--- config.mk ---
export PLATFORM = sky130hd
export DESIGN_NAME = bms_front
export DESIGN_NICKNAME = d
export VERILOG_FILES = /design/src/design/bms_pkg.sv /design/src/design/bms_front.sv
export SDC_FILE = /design/constraint.sdc
export NUM_CORES = 1
export LEC_CHECK = 0
export BUFFER_PORTS_ARGS = -buffer_cell sky130_fd_sc_hd__buf_2
export CAP_MARGIN = 20
export CORE_UTILIZATION = 35
export CTS_BUF_LIST = sky130_fd_sc_hd__clkbuf_8
export DETAILED_ROUTE_END_ITERATION = 6
export PLACE_DENSITY = 0.81
export REMOVE_ABC_BUFFERS = 1
export SLEW_MARGIN = 20
export SYNTH_ARGS = -nofsm -noshare
export SYNTH_HDL_FRONTEND = slang
export SYNTH_SLANG_ARGS = --single-unit
--- constraint.sdc ---
create_clock -name aclk -period 1.4 [get_ports aclk]
set_input_delay 0.35 -clock aclk [delete_from_list [all_inputs] [get_ports aclk]]
set_output_delay 0.35 -clock aclk [all_outputs]
set_load 0.03 [all_outputs]
--- src/design/bms_pkg.sv ---
// ----------------------------------------------------------------------------
// bms_pkg: shared types and constants for the bottom-up merge sorter
// Key and tolerance widths, the command that passes from the front end to the
// sort engine, the engine states and status, and the key order test.
// ----------------------------------------------------------------------------
`timescale 1ns / 1ps
`default_nettype none

package bms_pkg;

    // Key and tolerance widths
    localparam int KEY_W = 32;
    localparam int TOL_W = 16;

    // Command queue between the front end and the sort engine
    localparam int QDEPTH = 4;
    localparam int QAW    = $clog2(QDEPTH);
    localparam int QCW    = $clog2(QDEPTH + 1);

    // One classified input request
    typedef struct packed {
        logic [KEY_W-1:0] key;
        logic             store;   // key fits and goes to the buffer
        logic             last;    // key closes the list
        logic             ovf;     // a key of this list was dropped so far
    } bms_cmd_t;

    // Sort engine states
    typedef enum logic [2:0] {
        ST_LOAD,
        ST_RUN,
        ST_FETCH,
        ST_MERGE,
        ST_OUT_RD,
        ST_OUT_LD
    } bms_state_t;

    // Sort engine status seen by the top level
    typedef struct packed {
        logic loading;
        logic sorting;
        logic emitting;
    } bms_status_t;

    // Left key goes first unless it exceeds the right key by more than tol
    function automatic logic bms_take_left(
        input logic signed [KEY_W-1:0] a,
        input logic signed [KEY_W-1:0] b,
        input logic        [TOL_W-1:0] tol
    );
        logic signed [KEY_W:0] diff;
        diff = {a[KEY_W-1], a} - {b[KEY_W-1], b};
        return (a <= b) || (!diff[KEY_W] && (diff[KEY_W-1:0] <= KEY_W'(tol)));
    endfunction

endpackage

`default_nettype wire

--- src/design/bms_front.sv ---
// ----------------------------------------------------------------------------
// bms_front: input front end
// Accepts keys, counts the list, marks keys beyond capacity as dropped and
// pushes one command per request into the queue.
// ----------------------------------------------------------------------------
`timescale 1ns / 1ps
`default_nettype none

module bms_front #(
    parameter int MAX_ITEMS = 64
) (
    input  wire logic                              aclk,
    input  wire logic                              aresetn,
    input  wire logic                              s_valid,
    output logic                                   s_ready,
    input  wire logic signed [bms_pkg::KEY_W-1:0]  s_key,
    input  wire logic                              s_last_key,
    input  wire logic                              q_full,
    output logic                                   q_push,
    output bms_pkg::bms_cmd_t                      q_cmd
);

    localparam int CW = $clog2(MAX_ITEMS + 1);

    logic [CW-1:0] count_reg, count_next;
    logic          ovf_reg, ovf_next;
    logic          fits;

    // Classify the request
    always_comb begin
        s_ready      = !q_full;
        q_push       = s_valid && !q_full;
        fits         = (count_reg < CW'(MAX_ITEMS));
        q_cmd.key    = s_key;
        q_cmd.store  = fits;
        q_cmd.last   = s_last_key;
        q_cmd.ovf    = ovf_reg || !fits;
        count_next   = count_reg;
        ovf_next     = ovf_reg;
        if (q_push) begin
            if (s_last_key) begin
                count_next = '0;
                ovf_next   = 1'b0;
            end else begin
                count_next = fits ? count_reg + 1'b1 : count_reg;
                ovf_next   = ovf_reg || !fits;
            end
        end
    end

    // Hold the list count and drop flag
    always_ff @(posedge aclk) begin
        if (!aresetn) begin
            count_reg <= '0;
            ovf_reg   <= 1'b0;
        end else begin
            count_reg <= count_next;
            ovf_reg   <= ovf_next;
        end
    end

endmodule

`default_nettype wire

=== Word level (Yosys, flattened, before mapping) ===
Cells that the tools add are included.

* Register bits: 8
* Bits in latches: 0
* Bits in writable memories: 0
* Bits in read-only memories: 0
* Logic and storage cells: 13
* Memories kept: 0

* $add $sub $neg: 1
* Multipliers: 0
* Divide/modulo/power cells: 0
* Order comparisons: 1
* Eq/ne operators: 0
* Shift-type cells: 0
* Muxes and demuxes: 3
* Bitwise operators: 0
* Reductions and logical operators: 6

{| class="wikitable"
|+ Operators with widths
! kind !! count
|-
| 2-to-1 mux 7 bit || 2
|-
| adder 7 x 1 -> 7 bit, second input constant || 1
|-
| less-than comparator 7 bit, second input constant || 1
|-
| zero test 1 bit || 2
|-
| AND reduction 2 bit || 1
|-
| nonzero test 2 bit || 1
|-
| logical AND 1 bit || 1
|-
| logical OR 1 bit || 1
|-
| 2-to-1 mux 1 bit || 1
|}

=== Depth between registers and ports, before layout ===
* Word-level depth: 4
* Gate-level depth with buffers: 5
* Gate-level depth less buffers: 4

=== Least setup slack after synthesis ===
No wires, ideal clock.

* Path kind: input to register
* From: in q_full
* To: reg count_reg[2]
* Data arrival time: 1.183 ns
* Data required time: 1.333 ns
* Slack: 0.150 ns
* Cell stages on the path: 4
* Buffers on the path: 1
* Path through: nand2b_4 buf_6 or4_4 a21oi_2

* Word-level cells in the longest chain between the ends: 3

{| class="wikitable"
|+ Ends and longest elaborated chain
! element !! RTL line !! text
|-
| from (decl) || bms_front.sv:18 || <nowiki>input wire logic q_full,</nowiki>
|-
| zero test 1 bit || bms_front.sv:32 || <nowiki>q_push = s_valid && !q_full;</nowiki>
|-
| logical AND 1 bit || bms_front.sv:32 ||
|-
| AND reduction 2 bit (no source line) || - ||
|-
| to (signal assigned) || bms_front.sv:57 || <nowiki>count_reg <= count_next;</nowiki>
|-
| to (decl) || bms_front.sv:25 || <nowiki>logic [CW-1:0] count_reg, count_next;</nowiki>
|}

No other way between the ends.
A chain may end at the register's enable or synchronous reset.

==> run summary <==
CP max FO -> 5
FF+latch count, synth -> 8
Least-Margin Pin Slew -> 380 ps
Routed WL -> 2060 um
setup repair bufs after CTS -> 0
Area Overhead vs Synth -> -19.4%
Crit. End Element -> output port
grt total ovfl -> 0
Initial Utilization -> 38.7%
vias after detailed routing -> 466
highest clock rate -> 737 MHz
Setup CP Type -> flip-flop to output port
clock skew -> 4.86 ps
input/output buffers -> 9
dpl cells -> 84
startpoint types -> flip-flop
Cell Area, Synth -> 691 um^2
TritonCTS clock tree -> yes
yosys warns -> 0
net switching power -> 0.133 mW
CP arrival -> 1010 ps
initial antenna violation count -> 0
Yosys top cell by area -> buf_4
Final Setup Violations -> 0
sequential element share of the synthesized area -> 23.2%
Placed Area -> 512 um^2
row count -> 15
run status -> completed
max reg flops -> 7
total power draw -> 0.572 mW
largest net degree at the start of global routing -> 10
floorplan core area -> 0.00178 mm^2
Via density -> 5.36
Internal Power -> 0.439 mW
Synth cell types -> 26
non-filler cells, final -> 87
antenna cells -> 0
Die ar. -> 0.00215 mm^2
Root Buffer -> clkbuf_8
Area contributors post-synth -> buf_4, dfxtp_1, mux2i_1, nand3b_1, inv_1
Syn Area/Cell -> 8.22 um^2
MaxCap Viol Count -> 0
Routed wire per std cell -> 23.7 um
switch share -> 23.3%
Max VDD drop -> 0.611 mV
share of power burned in registers -> 40.8%
Clk network pwr share -> 50.0%
top-area cell type share of the netlist area -> 37.0%
TNS Setup -> 0 ps
CTS H-Tree Depth -> 1
Hold Crit Class -> primary input to flip-flop
# resized after CTS -> 0
first-pass GRT wire length -> 2530 um
leak pwr -> 0.225 nW
clock tree sinks -> 8
# IOs -> 74
hpwl dp -> 1740 um
Clk Latency, worst-skew pair -> 230 ps
Horiz. Die Dim -> 46.4 um
share of cells above drive strength 1 -> 32.3%
CTS Buf Count -> 3
Comb power frac -> 9.2%
Slew Limit Fails -> 0
Max Root-Sink Buffers -> 2
hold_buf cts -> 0
Tmin final -> 1360 ps
total global-route track usage -> 19.2%
chip height -> 46.4 um
Layout Nets -> 102
relative slew slack -> 74.5%
period utilisation layout -> 96.9%
Pre-antenna DRT Iters -> 5
Final Cell Area -> 557 um^2
placer congestion estimate -> 0.843
DRC Markers -> 0
WP data required -> 1050 ps
Worst-path clk slew -> 50 ps
unrepaired setup endpoints after global routing -> false
final hold violation count -> 0
Gate Count Post-Synth -> 84
vias in the first global route -> 388
Routed Antenna Nets -> 0
pwr dens -> 1030 mW/mm^2
DR iter-0 viols -> 11
[final cells by class]
class	instances	area, um^2
inverter	6	22.5
tap	25	31.3
sequential	8	161
fill	190	1230
clock buffer	3	41.3
multi-input combinational	34	240
timing repair buffer	11	60.1
[metrics by stage]
step	utilization (%)	hold WS (ps)	worst slack, ps
CTS	31.0	446	39.2
detailed placement	28.7	458	40.4
floorplan	-	429	159
global placement	28.7	442	87.3
finish	31.2	449	43.1
global route	31.2	453	6.45
[cell usage after synthesis, drive strengths merged]
cell and n:
buf 36, dfxtp 8, inv 6, nand3b 4, a21oi 3, mux2i 3
nand2 3, nand3 3, nor2 2, nor4 2, o21ai 2, a21boi 1
a41oi 1, and2b 1, and3 1, ha 1, nand2b 1, nand4 1
nor4b 1, o31ai 1, or2 1, or3 1, or4 1
[kinds of logic (layout without fill, tap and decap cells)]
kind of cell / after synthesis / count (layout) / synth area share (%)
AO/OA/AOI/OAI: 8 / 8 / 7.61
adder cells (fa/ha/maj): 1 / 1 / 1.81
buffers and inverters: 42 / 20 / 42.4
flip-flops: 8 / 8 / 23.2
multiplexers: 3 / 3 / 4.35
AND/OR/NAND/NOR: 22 / 22 / 20.7
[power by group through the flow]
stage | Combinational [mW] | Clock (mW) | Sequential [mW]
after detailed placement | 0.0524 | 0 | 0.237
final | 0.0528 | 0.286 | 0.233
after global routing | 0.0566 | 0.303 | 0.233
after global placement | 0.0504 | 0 | 0.237
after floorplan | 0.0259 | 0 | 0.236
after CTS | 0.0526 | 0.288 | 0.233
[final timing paths]
check	start	depth (start not counted)	to	slack, ps
worst max-delay path	count_reg[6]$_SDFFE_PN0P_	2	q_cmd[0]	40
worst min-delay path	aresetn	2	count_reg[1]$_SDFFE_PN0P_	450
worst max register to register	count_reg[1]$_SDFFE_PN0P_	4	count_reg[2]$_SDFFE_PN0P_	70
worst min register to register	ovf_reg$_SDFFE_PN0P_	2	ovf_reg$_SDFFE_PN0P_	470
[layout by cell type (no fill, tap or decap), drive strengths merged, types with 2 or more instances in the layout]
cell    count
buf        11
dfxtp       8
inv         6
nand3b      4
nand2       3
nand3       3
mux2i       3
clkbuf      3
a21oi       3
o21ai       2
nor2        2
nor4        2
[worst max-delay path, stage by stage, from the launching register on]
cell and delay, ps:
dfxtp_1 330, or2_2 270, buf_2 180
[routing by layer]
layer,part of all wire (%),vias up,GRT usage (%)
met1,34,208,20.1
met4,0,0,1.76
met3,31,0,29.8
met5,0,-,2.86
li1,-,204,-
met2,35,54,20.3
No activity file was read; power rests on OpenSTA's default activity.
