[src/design/bms_pkg.sv]
// ----------------------------------------------------------------------------
// bms_pkg: shared types and constants for the bottom-up merge sorter
// Key and tolerance widths, the command that passes from the front end to the
// sort engine, the engine states and status, and the key order test.
// ----------------------------------------------------------------------------
`timescale 1ns / 1ps
`default_nettype none

package bms_pkg;

    // Key and tolerance widths
    localparam int KEY_W = 32;
    localparam int TOL_W = 16;

    // Command queue between the front end and the sort engine
    localparam int QDEPTH = 4;
    localparam int QAW    = $clog2(QDEPTH);
    localparam int QCW    = $clog2(QDEPTH + 1);

    // One classified input request
    typedef struct packed {
        logic [KEY_W-1:0] key;
        logic             store;   // key fits and goes to the buffer
        logic             last;    // key closes the list
        logic             ovf;     // a key of this list was dropped so far
    } bms_cmd_t;

    // Sort engine states
    typedef enum logic [2:0] {
        ST_LOAD,
        ST_RUN,
        ST_FETCH,
        ST_MERGE,
        ST_OUT_RD,
        ST_OUT_LD
    } bms_state_t;

    // Sort engine status seen by the top level
    typedef struct packed {
        logic loading;
        logic sorting;
        logic emitting;
    } bms_status_t;

    // Left key goes first unless it exceeds the right key by more than tol
    function automatic logic bms_take_left(
        input logic signed [KEY_W-1:0] a,
        input logic signed [KEY_W-1:0] b,
        input logic        [TOL_W-1:0] tol
    );
        logic signed [KEY_W:0] diff;
        diff = {a[KEY_W-1], a} - {b[KEY_W-1], b};
        return (a <= b) || (!diff[KEY_W] && (diff[KEY_W-1:0] <= KEY_W'(tol)));
    endfunction

endpackage

`default_nettype wire

[src/design/bms_queue.sv]
// ----------------------------------------------------------------------------
// bms_queue: command queue
// Short first-in first-out queue between the front end and the sort engine;
// push and pop may happen in the same cycle.
// ----------------------------------------------------------------------------
`timescale 1ns / 1ps
`default_nettype none

module bms_queue (
    input  wire logic              aclk,
    input  wire logic              aresetn,
    input  wire logic              push,
    input  wire bms_pkg::bms_cmd_t push_cmd,
    input  wire logic              pop,
    output bms_pkg::bms_cmd_t      head_cmd,
    output logic                   full,
    output logic                   empty
);

    bms_pkg::bms_cmd_t             mem_reg [bms_pkg::QDEPTH];
    logic [bms_pkg::QAW-1:0]       wr_ptr_reg;
    logic [bms_pkg::QAW-1:0]       rd_ptr_reg;
    logic [bms_pkg::QCW-1:0]       count_reg;
    logic                          do_push;
    logic                          do_pop;

    always_comb begin
        full     = (count_reg == bms_pkg::QCW'(bms_pkg::QDEPTH));
        empty    = (count_reg == '0);
        do_push  = push && !full;
        do_pop   = pop && !empty;
        head_cmd = mem_reg[rd_ptr_reg];
    end

    // Store pushed requests
    always_ff @(posedge aclk) begin
        if (do_push) begin
            mem_reg[wr_ptr_reg] <= push_cmd;
        end
    end

    // Advance pointers and occupancy
    always_ff @(posedge aclk) begin
        if (!aresetn) begin
            wr_ptr_reg <= '0;
            rd_ptr_reg <= '0;
            count_reg  <= '0;
        end else begin
            if (do_push) begin
                wr_ptr_reg <= wr_ptr_reg + 1'b1;
            end
            if (do_pop) begin
                rd_ptr_reg <= rd_ptr_reg + 1'b1;
            end
            if (do_push && !do_pop) begin
                count_reg <= count_reg + 1'b1;
            end else if (do_pop && !do_push) begin
                count_reg <= count_reg - 1'b1;
            end
        end
    end

endmodule

`default_nettype wire

[config.mk]
export PLATFORM = sky130hd
export DESIGN_NAME = bms_queue
export DESIGN_NICKNAME = d
export VERILOG_FILES = /design/src/design/bms_pkg.sv /design/src/design/bms_queue.sv
export SDC_FILE = /design/constraint.sdc
export NUM_CORES = 1
export LEC_CHECK = 0
export BUFFER_PORTS_ARGS = -buffer_cell sky130_fd_sc_hd__buf_2
export CAP_MARGIN = 20
export CORE_AREA = 8 8 115 117
export CTS_BUF_LIST = sky130_fd_sc_hd__clkbuf_8
export DETAILED_ROUTE_END_ITERATION = 6
export DIE_AREA = 0 0 123 125
export PLACE_DENSITY = 0.76
export SLEW_MARGIN = 20
export SYNTH_ARGS = -nofsm -noshare
export SYNTH_HDL_FRONTEND = slang
export SYNTH_SLANG_ARGS = --single-unit
[constraint.sdc]
create_clock -name aclk -period 1.9 [get_ports aclk]
set_input_delay 0.19 -clock aclk [delete_from_list [all_inputs] [get_ports aclk]]
set_output_delay 0.19 -clock aclk [all_outputs]
set_load 0.1 [all_outputs]
# ---- Yosys cells after proc, flatten, opt, wreduce, memory -nomap -nowiden
# Memory sizes are Yosys's and may differ from the RTL's. A register that Yosys moved wholly into a read port is not among the register bits.
# Cells that the tools add are included.
dict set report word_totals {
  regBits 7
  latchBits 0
  ram_bits 140
  rom_bits 0
  in_bits 39
  output_inout_bits 37
  elab_cells 25
  n_memories 1
}
# memory depth width rd rd_clocked_by_memory_dff wr line_no
set mem_list {}
lappend mem_list {mem_reg 4 35 1 1 1 bms_queue.sv:20} ;# bms_pkg::bms_cmd_t mem_reg [bms_pkg::QDEPTH];
dict set report classes {
  addsub 4
  n_mul 0
  n_div 0
  n_lt_le_gt_ge 0
  n_eq_ne 1
  shift 0
  muxes 6
  bitwise_logic 0
  reduce_logical 10
}
# operator count
set ops {}
lappend ops {{$mux W3} 2}
lappend ops {{$add A2 B1 Y2 const B} 2}
lappend ops {{$logic_and A1 B1 Y1} 4}
lappend ops {{$logic_not A1 Y1} 4}
lappend ops {{$mux W2} 2}
lappend ops {{$add A3 B1 Y3 const B} 1}
lappend ops {{$eq A3 B3 Y1 const B} 1}
lappend ops {{$logic_not A3 Y1} 1}
lappend ops {{$sub A3 B1 Y3 const B} 1}
lappend ops {{$mux W1} 2}
lappend ops {{$reduce_bool A2 Y1} 1}

# ---- Depth between registers and ports, before layout
dict set report logic_depth {
  ltp_word 7
  ltp_mapped 9
  depth_no_buf 8
}

# ---- Least setup slack after synthesis
# No wires, ideal clock.
dict set report synth_path {
  path_kind {register to register}
  start {register count_reg[2] (netlist bit)}
  end {register count_reg[2] (netlist bit)}
  setup_ps 76
  t_arrival_ps 2899
  t_required_ps 1824
  slack_ps -1074
  path_stages_with_launch 10
  path_buffers 1
  period_less_slack_ps 2974
  path_cell_list {dfxtp_1 -> nor3b_2 -> nor2b_1 -> buf_6 -> ha_1 -> inv_1 -> fa_1 -> xor2_1 -> or3_1 -> a21boi_0}
}
dict set report synth_via {
  elab_chain_len 6
  word_cells_on_any_way 15
  classes_between {2 x add/sub; 1 x eq/ne; 2 x mux; 10 x reduce/logical}
}
# element line_no
set synth_rtl {}
lappend synth_rtl {{start: declaration} bms_queue.sv:23} ;# logic [bms_pkg::QCW-1:0] count_reg;
lappend synth_rtl {{start signal: assignment} bms_queue.sv:56} ;# count_reg <= count_reg + 1'b1;
lappend synth_rtl {{start signal: assignment} bms_queue.sv:58} ;# count_reg <= count_reg - 1'b1;
lappend synth_rtl {{$eq A3 B3 Y1 *} bms_queue.sv:28} ;# full = (count_reg == bms_pkg::QCW'(bms_pkg::QDEPTH));
lappend synth_rtl {{net full} bms_queue.sv:16} ;# output logic full,
lappend synth_rtl {{$logic_not A1 Y1 *} bms_queue.sv:30} ;# do_push = push && !full;
lappend synth_rtl {{$logic_and A1 B1 Y1 *} bms_queue.sv:30}
lappend synth_rtl {{net do_push} bms_queue.sv:24} ;# logic do_push;
lappend synth_rtl {{$logic_not A1 Y1} bms_queue.sv:57} ;# end else if (do_pop && !do_push) begin
lappend synth_rtl {{$logic_and A1 B1 Y1} bms_queue.sv:57}
lappend synth_rtl {{$reduce_bool A2 Y1 (no line)} n/a}
# The timed path passes the listed nets; every way through them passes the cells marked *. The select of a mux whose other input is x is not followed.
# A chain may end at the register's enable or synchronous reset.

==> impl_metrics.json <==
{
  "routed_wl_um": 10200,
  "antenna_left": 0,
  "grt.overflow.total": 0,
  "n_fill_cell": 797,
  "drv_slew": 0,
  "rows": 40,
  "ys_types": 25,
  "intPower_mw": 7.03,
  "synthTopCellsByCount": "edfxtp_1 (140), mux4_2 (30), dfxtp_1 (9)",
  "hold_viol_final": 0,
  "slew_headroom_pct": 67.7,
  "r2r_end": "count_reg[2]$_SDFFE_PN0P_",
  "core_mm2": 0.0116,
  "cts_root_buf": "clkbuf_8",
  "syn-num-nets": 276,
  "path_class": "reg -> out",
  "cts.sinks": 149,
  "drcViolationCount": 0,
  "worst_pin_slew_ps": 487,
  "crit-reg2reg-launch": "count_reg[1]$_SDFFE_PN0P_",
  "hp-class": "in -> reg",
  "area_growth_pct": 33.4,
  "drive_gt1_share_pct": 45.6,
  "avgSynthCellArea_um2": 24.2,
  "viasPerCell": 5.13,
  "io_buffers": 75,
  "p_per_area_mw_per_mm2": 1630,
  "ys_ff_latch": 149,
  "violations": "setup timing",
  "start_util_pct": 48.2,
  "rr_worst_depth": 7,
  "async_flop_share_pct": 0,
  "cts_tree": "done",
  "rrSetupSlack_ps": 40,
  "regArea_mm2": 0.00440,
  "clockPowerShare_pct": 16.0,
  "report.power.total_mw": 12.1,
  "hpwl_um": 6380,
  "yosysTopAreaCellShare_pct": 75.2,
  "critPathRequiredTime_ps": 1710,
  "clk_latency_ps": 440,
  "drtPass1Iterations": 4,
  "numCtsBuffers": 17,
  "holdPathStages": 2,
  "p_sw_share_pct": 42.0,
  "p_switching_mw": 5.10,
  "yosys.cell_count.top_type": "edfxtp_1",
  "wl_per_cell_um": 19.1,
  "status": "complete, but fails checks",
  "antenna_found_initial": 0,
  "multi_input_area_mm2": 0.00112,
  "synth_ff_type": "edfxtp_1",
  "power_frac_seq_pct": 34.2,
  "critPathMaxFanout": 6,
  "ios": 76,
  "worstSetupStartpointType": "register",
  "grt_use_total_pct": 14.6,
  "fp.dieW_um": 123,
  "die_h_um": 125,
  "combPwrFrac_pct": 49.8,
  "cts.clk_slew.worst_paths_ps": 70,
  "maxCapViolations": 0,
  "final_nets": 422,
  "fin_crit_sh_pct": 107,
  "die_area_mm2": 0.0154,
  "synth_area_mm2": 0.00559,
  "max_freq_ghz": 0.494,
  "grt_pass1_wl_um": 16100,
  "grt_pass1_vias": 3020,
  "yosys.area.top_type": "edfxtp_1",
  "drt_iter0_markers": 154,
  "htree_levels": 4,
  "hold_ws_ps": 77.5,
  "synth-seq-area-share_pct": 78.4,
  "cts_max_path_buffers": 2,
  "synth_area_leaders": "edfxtp_1 (75%), mux4_2 (12%), dfxtp_1 (3.2%)",
  "largest_reg_flops": 140,
  "grt_max_degree": 31,
  "insertedDiodeCount": 0,
  "synth_edf_count": 140,
  "syn_inst": 231,
  "critPathCaptureType": "primary output",
  "globalplace.congestion": 0.685,
  "cp.arrival_ps": 1830,
  "synth_warnings": 0,
  "holdCritStartpoint": "aresetn",
  "setup-violations-final": 35,
  "vias": 2755,
  "worst_clock_skew_ps": 7.07,
  "cellLeakagePower_nw": 2.62,
  "fin_crit_ps": 2020,
  "worst_slack_ps": -124,
  "peakVddDrop_mv": 1.33,
  "rsz0062_at_grt": "yes",
  "min_to": "count_reg[2]$_SDFFE_PN0P_"
}
layout make-up:
class / instances / area share [%]
multi-input cells: 69 / 15.0
inverters: 3 / 0.151
well taps: 147 / 2.47
flip-flops and latches: 149 / 59.0
repair buffers: 137 / 19.2
clock inverters: 15 / 1.04
clock buffers: 17 / 3.14
power groups by stage:
| stage | registers (mW) | logic, mW | clock network (mW) |
|---|---|---|---|
| 2_1_floorplan | 4.17 | 4.14 | 0 |
| 3_3_place_gp | 4.16 | 5.47 | 0 |
| 3_5_place_dp | 4.19 | 5.50 | 0 |
| 4_1_cts | 4.15 | 6.09 | 2.01 |
| 5_1_grt | 4.18 | 6.27 | 2.13 |
| 6_report | 4.14 | 6.04 | 1.94 |
how the worst max path moves through the flow:
stage	start	endpoint	slack [ps]
5_1_grt	register	head_cmd[26]	-210
3_3_place_gp	count_reg[1]$_SDFFE_PN0P_	count_reg[2]$_SDFFE_PN0P_	-30
3_5_place_dp	count_reg[1]$_SDFFE_PN0P_	count_reg[2]$_SDFFE_PN0P_	-140
4_1_cts	register	head_cmd[26]	-170
6_report	register	head_cmd[4]	-120
2_1_floorplan	count_reg[0]$_SDFFE_PN0P_	count_reg[2]$_SDFFE_PN0P_	-560
worst max-delay path, cell delays in order, from the launching register on:
cell	delay [ps]
dfxtp_4	390
buf_12	130
buf_16	130
mux4_2	550
buf_12	190
routing by layer:
metal | vias to the layer above | GRT usage (%) | wire length, um
li1 | 1254 | - | -
met1 | 1409 | 17.0 | 4090
met2 | 71 | 23.5 | 5360
met3 | 21 | 4.59 | 521
met4 | 0 | 8.01 | 261
met5 | - | 0 | 0
kinds of logic (layout without fill, tap and decap cells):
logic type      after synthesis  in the layout  synth area share, %
compound gates                4              4                0.604
simple gates                 17             17                 1.81
xor+xnor                      4              4                0.627
mux                          38             38                 15.0
fa+ha+maj                     6              6                 1.48
flops                       149            149                 78.4
buf+inv                      13            172                 2.10
through the flow:
step | cells | setup TNS [ps] | setup slack [ps] | utilization (%) | cell area [um^2]
4_1_cts | 536 | -4180 | -171 | 64.1 | 7440
6_report | 537 | -2240 | -124 | 64.2 | 7460
5_1_grt | 537 | -5430 | -212 | 64.2 | 7460
2_1_floorplan | 231 | -50440 | -564 | - | 5630
3_3_place_gp | 465 | -30.5 | -30.5 | 56.5 | 6560
3_5_place_dp | 465 | -139 | -139 | 56.5 | 6560
layout by cell type, fill, tap and decap left out, drive strengths merged:
master       synthesis  final
dfxtp                9      9
nand2                4      4
o21ai                1      1
clkinv               0      8
clkbuf               2     17
inv                  3      9
edfxtp             140    140
nor2b                2      2
a21boi               1      1
dlygate4sd3          0     35
fa                   1      1
clkinvlp             0      1
xnor2                3      3
buf                  8    102
nor3                 1      1
xor2                 1      1
mux4                35     35
or3                  1      1
nor3b                1      1
and2                 8      8
o311ai               1      1
o31ai                1      1
mux2i                3      3
ha                   5      5
what timing repair did:
| action | CTS | global route |
|---|---|---|
| pin swaps | 2 | 1 |
| buffers inserted | 2 | 1 |
| gates cloned | 2 | 0 |
| hold buffers | 35 | 0 |
| gates resized for setup | 53 | 3 |
| hold endpoints to repair | 140 | 0 |
| endpoints found under the setup margin | 36 | 36 |
Note: power is estimated with default switching activity, not from simulation.
